## config.mk

```make
export PLATFORM = sky130hd
export DESIGN_NAME = modular_exponentiation
export DESIGN_NICKNAME = d
export VERILOG_FILES = /design/src/hw/rtl/mexp_pkg.sv /design/src/hw/rtl/mexp_dp.sv /design/src/hw/rtl/mexp_ctrl.sv /design/src/hw/rtl/modular_exponentiation.sv
export SDC_FILE = /design/constraint.sdc
export NUM_CORES = 2
export LEC_CHECK = 0
export BUFFER_PORTS_ARGS = -buffer_cell sky130_fd_sc_hd__buf_2
export CAP_MARGIN = 5
export CORE_MARGIN = 2
export CORE_UTILIZATION = 30
export CTS_CLUSTER_SIZE = 25
export DETAILED_ROUTE_END_ITERATION = 12
export SLEW_MARGIN = 25
export SYNTH_ARGS = -nofsm -noshare
export SYNTH_HDL_FRONTEND = slang
export SYNTH_HIERARCHICAL = 1
export SYNTH_SLANG_ARGS = --single-unit
```

## constraint.sdc

```tcl
create_clock -name clk -period 11.8 [get_ports clk]
set_input_delay 0.59 -clock clk [delete_from_list [all_inputs] [get_ports clk]]
set_output_delay 0.59 -clock clk [all_outputs]
set_load 0.03 [all_outputs]
```

## src/hw/rtl/mexp_pkg.sv

```systemverilog
`timescale 1ns / 1ps
// ----------------------------------------------------------------------------
// mexp_pkg: shared types and constants for modular exponentiation
// Operand widths, reducer sizing, register indexes and the command/status
// bundles between the controller and the datapath.
// ----------------------------------------------------------------------------
package mexp_pkg;

  // operand and product widths
  localparam int OPERAND_BITS = 31;
  localparam int PROD_BITS    = 2 * OPERAND_BITS;

  // reducer retires this many product bits per cycle
  localparam int RED_RADIX_BITS = 2;
  localparam int RED_CYCLES     = PROD_BITS / RED_RADIX_BITS;

  // counter widths
  localparam int IDX_BITS  = $clog2(OPERAND_BITS);
  localparam int RCNT_BITS = $clog2(RED_CYCLES);

  // configuration register indexes
  localparam int CFG_IDX_BITS = 1;
  localparam logic [CFG_IDX_BITS-1:0] REG_EXPONENT = 1'b0;
  localparam logic [CFG_IDX_BITS-1:0] REG_MODULUS  = 1'b1;

  typedef logic [OPERAND_BITS-1:0] opnd_t;

  // controller to datapath commands
  typedef struct packed {
    logic load;      // capture base, set up accumulator and bit index
    logic next_bit;  // step the exponent bit index down
    logic mul_sq;    // product <= acc * acc, reducer cleared
    logic mul_base;  // product <= acc * base, reducer cleared
    logic red_step;  // one reducer step, acc written on the last one
  } cmd_t;

  // datapath to controller status
  typedef struct packed {
    logic exp_zero;  // exponent register is zero
    logic mod_zero;  // modulus register is zero
    logic bit_one;   // exponent bit under the index is set
    logic bit_last;  // index is at bit zero
    logic red_last;  // reducer is on its final step
  } sts_t;

endpackage

```

## src/hw/rtl/mexp_dp.sv

```systemverilog
`timescale 1ns / 1ps
// ----------------------------------------------------------------------------
// mexp_dp: modular exponentiation datapath
// Configuration registers, accumulator, one shared multiplier and a
// radix-4 restoring reducer that computes product mod modulus.
// ----------------------------------------------------------------------------
module mexp_dp (
  input  logic                                 clk,
  input  logic                                 rst_n,
  input  logic                                 cfg_we,
  input  logic [mexp_pkg::CFG_IDX_BITS-1:0]    cfg_index,
  input  mexp_pkg::opnd_t                      cfg_data,
  input  mexp_pkg::opnd_t                      in_base,
  input  mexp_pkg::cmd_t                       cmd,
  output mexp_pkg::sts_t                       sts,
  output mexp_pkg::opnd_t                      acc
);

  mexp_pkg::opnd_t                        exp_r;
  mexp_pkg::opnd_t                        mod_r;
  mexp_pkg::opnd_t                        base_r;
  mexp_pkg::opnd_t                        acc_r;
  mexp_pkg::opnd_t                        rem_r;
  logic [mexp_pkg::PROD_BITS-1:0]         prod_r;
  logic [mexp_pkg::IDX_BITS-1:0]          idx_r;
  logic [mexp_pkg::RCNT_BITS-1:0]         rcnt_r;

  mexp_pkg::opnd_t                        mul_b;
  logic [mexp_pkg::PROD_BITS-1:0]         mul_p;
  mexp_pkg::opnd_t                        red_rem;
  logic [mexp_pkg::PROD_BITS-1:0]         red_prod;
  logic [mexp_pkg::OPERAND_BITS:0]        red_trial;
  logic [mexp_pkg::OPERAND_BITS:0]        mod_ext;

  // configuration registers
  always_ff @(posedge clk) begin
    if (!rst_n) begin
      exp_r <= '0;
      mod_r <= mexp_pkg::opnd_t'(1);
    end else if (cfg_we) begin
      case (cfg_index)
        mexp_pkg::REG_EXPONENT: exp_r <= cfg_data;
        mexp_pkg::REG_MODULUS:  mod_r <= cfg_data;
        default: ;
      endcase
    end
  end

  // shared multiplier: acc times acc or acc times base
  assign mul_b = cmd.mul_sq ? acc_r : base_r;
  assign mul_p = mexp_pkg::PROD_BITS'(acc_r) * mexp_pkg::PROD_BITS'(mul_b);

  // reducer: shift product bits into the remainder, subtract when it fits
  assign mod_ext = {1'b0, mod_r};
  always_comb begin
    red_rem   = rem_r;
    red_prod  = prod_r;
    red_trial = '0;
    for (int k = 0; k < mexp_pkg::RED_RADIX_BITS; k++) begin
      red_trial = {red_rem, red_prod[mexp_pkg::PROD_BITS-1]};
      red_prod  = {red_prod[mexp_pkg::PROD_BITS-2:0], 1'b0};
      if (red_trial >= mod_ext) begin
        red_trial = red_trial - mod_ext;
      end
      red_rem = red_trial[mexp_pkg::OPERAND_BITS-1:0];
    end
  end

  // counters
  always_ff @(posedge clk) begin
    if (!rst_n) begin
      idx_r  <= '0;
      rcnt_r <= '0;
    end else begin
      if (cmd.load) begin
        idx_r <= mexp_pkg::IDX_BITS'(mexp_pkg::OPERAND_BITS - 1);
      end else if (cmd.next_bit) begin
        idx_r <= idx_r - 1'b1;
      end
      if (cmd.mul_sq || cmd.mul_base) begin
        rcnt_r <= '0;
      end else if (cmd.red_step) begin
        rcnt_r <= rcnt_r + 1'b1;
      end
    end
  end

  // operand, accumulator and reducer registers
  always_ff @(posedge clk) begin
    if (cmd.load) begin
      base_r <= in_base;
      // zero modulus with a nonzero exponent gives zero, otherwise start at one
      acc_r  <= (sts.mod_zero && !sts.exp_zero) ? '0 : mexp_pkg::opnd_t'(1);
    end else if (cmd.red_step && sts.red_last) begin
      acc_r <= red_rem;
    end
    if (cmd.mul_sq || cmd.mul_base) begin
      prod_r <= mul_p;
      rem_r  <= '0;
    end else if (cmd.red_step) begin
      prod_r <= red_prod;
      rem_r  <= red_rem;
    end
  end

  // status back to the controller
  assign sts.exp_zero = (exp_r == '0);
  assign sts.mod_zero = (mod_r == '0);
  assign sts.bit_one  = exp_r[idx_r];
  assign sts.bit_last = (idx_r == '0);
  assign sts.red_last = (rcnt_r == mexp_pkg::RCNT_BITS'(mexp_pkg::RED_CYCLES - 1));

  assign acc = acc_r;

endmodule

```

## src/hw/rtl/mexp_ctrl.sv

```systemverilog
`timescale 1ns / 1ps
// ----------------------------------------------------------------------------
// mexp_ctrl: modular exponentiation controller
// Walks the exponent bits from the top set bit down, sequencing square and
// multiply-by-base passes through the shared multiplier and reducer.
// ----------------------------------------------------------------------------
module mexp_ctrl (
  input  logic            clk,
  input  logic            rst_n,
  input  logic            in_valid,
  input  logic            out_free,
  input  mexp_pkg::sts_t  sts,
  output mexp_pkg::cmd_t  cmd,
  output logic            in_ready,
  output logic            done
);

  typedef enum logic [6:0] {
    ST_IDLE   = 7'b0000001,
    ST_SKIP   = 7'b0000010,
    ST_SQ_MUL = 7'b0000100,
    ST_SQ_RED = 7'b0001000,
    ST_BM_MUL = 7'b0010000,
    ST_BM_RED = 7'b0100000,
    ST_FIN    = 7'b1000000
  } state_t;

  state_t state_r;
  state_t state_nxt;

  // next state and commands
  always_comb begin
    state_nxt = state_r;
    cmd       = '0;
    in_ready  = 1'b0;
    done      = 1'b0;
    case (state_r)
      ST_IDLE: begin
        in_ready = 1'b1;
        if (in_valid) begin
          cmd.load  = 1'b1;
          state_nxt = (sts.exp_zero || sts.mod_zero) ? ST_FIN : ST_SKIP;
        end
      end
      // skip leading zero bits of the exponent
      ST_SKIP: begin
        if (sts.bit_one) begin
          state_nxt = ST_SQ_MUL;
        end else begin
          cmd.next_bit = 1'b1;
        end
      end
      ST_SQ_MUL: begin
        cmd.mul_sq = 1'b1;
        state_nxt  = ST_SQ_RED;
      end
      ST_SQ_RED: begin
        cmd.red_step = 1'b1;
        if (sts.red_last) begin
          if (sts.bit_one) begin
            state_nxt = ST_BM_MUL;
          end else if (sts.bit_last) begin
            state_nxt = ST_FIN;
          end else begin
            cmd.next_bit = 1'b1;
            state_nxt    = ST_SQ_MUL;
          end
        end
      end
      ST_BM_MUL: begin
        cmd.mul_base = 1'b1;
        state_nxt    = ST_BM_RED;
      end
      ST_BM_RED: begin
        cmd.red_step = 1'b1;
        if (sts.red_last) begin
          if (sts.bit_last) begin
            state_nxt = ST_FIN;
          end else begin
            cmd.next_bit = 1'b1;
            state_nxt    = ST_SQ_MUL;
          end
        end
      end
      // hand the result to the output register once it is free
      ST_FIN: begin
        if (out_free) begin
          done      = 1'b1;
          state_nxt = ST_IDLE;
        end
      end
      default: state_nxt = ST_IDLE;
    endcase
  end

  // state register
  always_ff @(posedge clk) begin
    if (!rst_n) begin
      state_r <= ST_IDLE;
    end else begin
      state_r <= state_nxt;
    end
  end

endmodule

```

## src/hw/rtl/modular_exponentiation.sv

```systemverilog
`timescale 1ns / 1ps
// ----------------------------------------------------------------------------
// modular_exponentiation: base ^ exponent mod modulus
// Left-to-right square-and-multiply over a configured exponent and modulus.
// ----------------------------------------------------------------------------
// One base is worked on at a time. The controller first steps past the
// leading zero bits of the exponent, then from the top set bit down runs a
// squaring for every bit and a multiply by base for every one bit. Each pass
// goes through the shared 31x31 multiplier and then the reducer, which retires
// two product bits per cycle. A zero exponent returns 1 and a zero modulus
// with a nonzero exponent returns 0. Results wait in an output register, and
// the next base is taken while the previous result is still waiting.
// ----------------------------------------------------------------------------
module modular_exponentiation (
  input  logic                               clk,
  input  logic                               rst_n,
  input  logic                               cfg_we,
  input  logic [mexp_pkg::CFG_IDX_BITS-1:0]  cfg_index,
  input  logic [mexp_pkg::OPERAND_BITS-1:0]  cfg_data,
  input  logic                               in_valid,
  output logic                               in_ready,
  input  logic [mexp_pkg::OPERAND_BITS-1:0]  in_base,
  output logic                               out_valid,
  input  logic                               out_ready,
  output logic [mexp_pkg::OPERAND_BITS-1:0]  out_power
);

  mexp_pkg::cmd_t  cmd;
  mexp_pkg::sts_t  sts;
  mexp_pkg::opnd_t acc;
  logic            done;
  logic            out_free;
  logic            out_valid_r;
  mexp_pkg::opnd_t out_power_r;

  assign out_free = !out_valid_r || out_ready;

  mexp_ctrl u_ctrl (
    .clk      (clk),
    .rst_n    (rst_n),
    .in_valid (in_valid),
    .out_free (out_free),
    .sts      (sts),
    .cmd      (cmd),
    .in_ready (in_ready),
    .done     (done)
  );

  mexp_dp u_dp (
    .clk       (clk),
    .rst_n     (rst_n),
    .cfg_we    (cfg_we),
    .cfg_index (cfg_index),
    .cfg_data  (cfg_data),
    .in_base   (in_base),
    .cmd       (cmd),
    .sts       (sts),
    .acc       (acc)
  );

  // output register
  always_ff @(posedge clk) begin
    if (!rst_n) begin
      out_valid_r <= 1'b0;
    end else if (done) begin
      out_valid_r <= 1'b1;
    end else if (out_ready) begin
      out_valid_r <= 1'b0;
    end
  end

  always_ff @(posedge clk) begin
    if (done) begin
      out_power_r <= acc;
    end
  end

  assign out_valid = out_valid_r;
  assign out_power = out_power_r;

  // an accepted beat keeps the input closed for the next cycle
  a_busy_after_accept: assert property (@(posedge clk) disable iff (!rst_n)
    in_valid && in_ready |=> !in_ready)
    else $error("input accepted twice in a row");

  // a result is only handed over when the output register can take it
  a_done_has_room: assert property (@(posedge clk) disable iff (!rst_n)
    done |-> out_free)
    else $error("result overwrote a waiting beat");

  // zero exponent always yields one
  a_zero_exp_one: assert property (@(posedge clk) disable iff (!rst_n)
    done && sts.exp_zero |-> acc == mexp_pkg::opnd_t'(1))
    else $error("zero exponent did not give one");

  // at most one of load, multiply and reducer step per cycle
  a_one_cmd: assert property (@(posedge clk) disable iff (!rst_n)
    $onehot0({cmd.load, cmd.mul_sq, cmd.mul_base, cmd.red_step}))
    else $error("conflicting datapath commands");

endmodule

```

==> flow_metrics.py <==
metrics = {
    "grt": {
        "antenna_found_initial": 5,
        "grt_pass1_vias": 36200,
        "grt_max_degree": 77,
        "busiest_layer": "met2",
        "use_met2_pct": 28.6,
        "met1_usage_pct": 25.0,
        "grt.total_usage_pct": 17.8,
        "grt_overflow": 0,
        "gr-usage-met3_pct": 2.57,
        "grt_pass1_wl_um": 217000,
    },
    "clock_network": {
        "cts-root-buf": "clkbuf_16",
        "cts-hold-fix-buffers": 0,
        "cts_tree": "yes",
        "cts_buffers": 36,
        "clock_sinks": 266,
        "htreeDepth": 2,
        "clock_latency_ns": 0.61,
        "post_cts_buffers": 0,
        "postCtsResizedCells": 0,
        "cts_buffer_depth": 3,
        "clkSlewWorstSetupHoldPaths_ns": 0.07,
    },
    "place": {
        "port_buffers": 100,
        "dpl-instance-area_mm2": 0.0482,
        "dpl.hpwl_um": 102000,
        "dp.cells": 6842,
        "routabilityCongestion": 0.889,
        "post-place-ws_ns": 1.91,
    },
    "detailed_routing": {
        "ant_nets": 0,
        "drc_errors": 0,
        "routed_wl_um": 138000,
        "drt_iter0_drc": 2598,
        "vias_per_cell": 4.97,
        "wl_per_cell_um": 20.0,
        "drt-pass1-iter-count": 6,
        "vias": 34300,
    },
    "finish": {
        "final_nets": 6079,
        "drive_gt1_share_pct": 6.37,
        "syn2layout_area_growth_pct": 7.93,
        "layout_commonest_cell": "fa_1",
        "fin_area_mm2": 0.0495,
        "final_cell_mix": "839 x fa_1, 824 x inv_1, 692 x nand2_1",
        "n_fill_cell": 15700,
        "instances_no_fill": 6911,
    },
    "sta": {
        "tightest_slew_ns": 1.00,
        "slew_headroom_pct": 33.3,
        "slew_viol_final": 0,
        "clock.fmax_mhz": 99.9,
        "setup_ws_ns": 1.79,
        "rsz0062_at_grt": "no",
        "clock_skew_ns": 0.0438,
        "fin_crit_ns": 10.01,
        "setup_tns_ns": 0,
        "hold_viol": 0,
        "setup_viol": 0,
        "period_share_pct": 84.8,
    },
    "die": {
        "die-area_mm2": 0.156,
        "die_width_um": 395,
        "core_area_mm2": 0.152,
        "pin_count": 101,
        "num_rows": 143,
        "initial_utilization_pct": 30.2,
        "fp.dieH_um": 395,
    },
    "hold_path": {
        "hp-class": "input pin to flop",
        "hp-start": "in_base[30]",
        "hold_path_end": "u_dp/base_r[30]",
        "hold_depth": 1,
    },
    "status": {
        "status": "complete, no violations",
    },
    "setup_path": {
        "critical-path-slowest-cell": "mux2_2",
        "crit_path_start_kind": "flop",
        "max_stage_delay_ns": 0.68,
        "rrSetupSlack_ns": 1.79,
        "path_max_fanout": 39,
        "critPathRequiredTime_ns": 12.13,
        "worstSetupPathType": "flop to flop",
        "rr_worst_depth": 29,
        "rr_endpoint": "u_dp/prod_r[56]",
        "crit_top_cell": "fa_1",
        "end_kind": "flop",
        "arrival_ns": 10.34,
        "timing.rr.start": "u_ctrl/state_r[5]",
    },
    "synthesis": {
        "synth_nets": 6186,
        "avgSynthCellArea_um2": 9.24,
        "yosys_warnings": 6,
        "synth_edf_count": 155,
        "ys_ff_latch": 266,
        "synth_cells": 4958,
        "async_reset_ff_share_pct": 0,
        "mappedNetlistArea_mm2": 0.0458,
        "synth_top_area_cell": "fa_1",
        "ys_seq_area_share_pct": 15.0,
        "ys.flop_type": "edfxtp_1",
        "synth_cell_type_count": 95,
        "synthDominantCellAreaShare_pct": 36.7,
        "netlist_top_cells_area": "fa_1 37%, edfxtp_1 10%, ha_1 8.8%",
    },
    "job": {
        "max_cap_violations": 0,
    },
}
[layer usage]
layer	vias to the layer above	routed length, um
met3	192	8620
met1	17700	61800
met2	1153	63700
li1	15300	-
met4	4	3830
met5	-	33
[final cells by class]
type	instances	area, um2	share of cell area, %
well taps	2030	2540	5.14
inverters	827	3100	6.28
repair buffers	150	908	1.84
multi-input cells	3570	34800	70.3
diodes	2	5.00	0.0101
flip-flops and latches	266	6880	13.9
clock inverters	19	279	0.564
clock buffers	47	992	2.01
[stage by stage]
stage,hold slack [ns],util [%]
2_1_floorplan,0.453,-
3_3_place_gp,0.465,31.7
3_5_place_dp,0.471,31.7
4_1_cts,0.109,32.5
5_1_grt,0.137,32.6
6_report,0.152,32.6
[cells in the mapped netlist, types with 35 or more instances]
library cell and instances:
a21boi_0 66, a21o_1 62, a21oi_1 183, and2_1 412
clkbuf_1 270, dfxtp_1 111, edfxtp_1 155, fa_1 839
ha_1 321, inv_1 825, mux2i_1 35, nand2_1 693
nand3_1 43, nor2_1 158, nor2b_1 95, o21ai_0 157
xnor2_1 71, xor2_1 43
[state kept, by name, indices dropped and copies added (netlist names)]
name            cells
out_power          31
out_valid           1
u_ctrl/state_r      7
u_dp/acc           31
u_dp/base_r        31
u_dp/exp_r         31
u_dp/idx_r          5
u_dp/mod_r         31
u_dp/prod_r        62
u_dp/rcnt_r         5
u_dp/rem_r         31
[critical path: cells and delay by family, from the launching register on]
family / cells / cell delay, ns
compound gates: 6 / 1.65
fa+ha+maj: 9 / 4.37
buf+inv: 6 / 1.04
flops: 1 / 0.43
mux: 2 / 0.89
simple gates: 6 / 1.26
[cell families (layout without fill, tap and decap cells)]
logic type | after synthesis | in the layout | share of synthesized area [%]
AND/OR/NAND/NOR | 1564 | 1564 | 16.8
multiplexers | 79 | 79 | 2.08
other | 0 | 2 | 0
flip-flops | 266 | 266 | 15.0
AO/OA/AOI/OAI | 653 | 653 | 9.18
XOR/XNOR | 114 | 114 | 2.18
adder cells (fa/ha/maj) | 1160 | 1160 | 45.4
buffers and inverters | 1122 | 1043 | 9.35
[worst max path at each step]
stage                                 start         endpoint  slack (ns)  depth (start not counted)
after floorplan           u_ctrl/state_r[5]  u_dp/prod_r[56]        2.97                         33
after global placement    u_ctrl/state_r[5]  u_dp/prod_r[56]        1.99                         29
after detailed placement  u_ctrl/state_r[5]  u_dp/prod_r[56]        1.91                         29
after CTS                 u_ctrl/state_r[5]  u_dp/prod_r[56]        1.85                         29
after global routing      u_ctrl/state_r[5]  u_dp/prod_r[56]        1.39                         29
final                     u_ctrl/state_r[5]  u_dp/prod_r[56]        1.79                         29
Power is left out: the tool's default activity adds up to more than one toggle a clock period on the data nets, which glitch-free logic cannot reach.
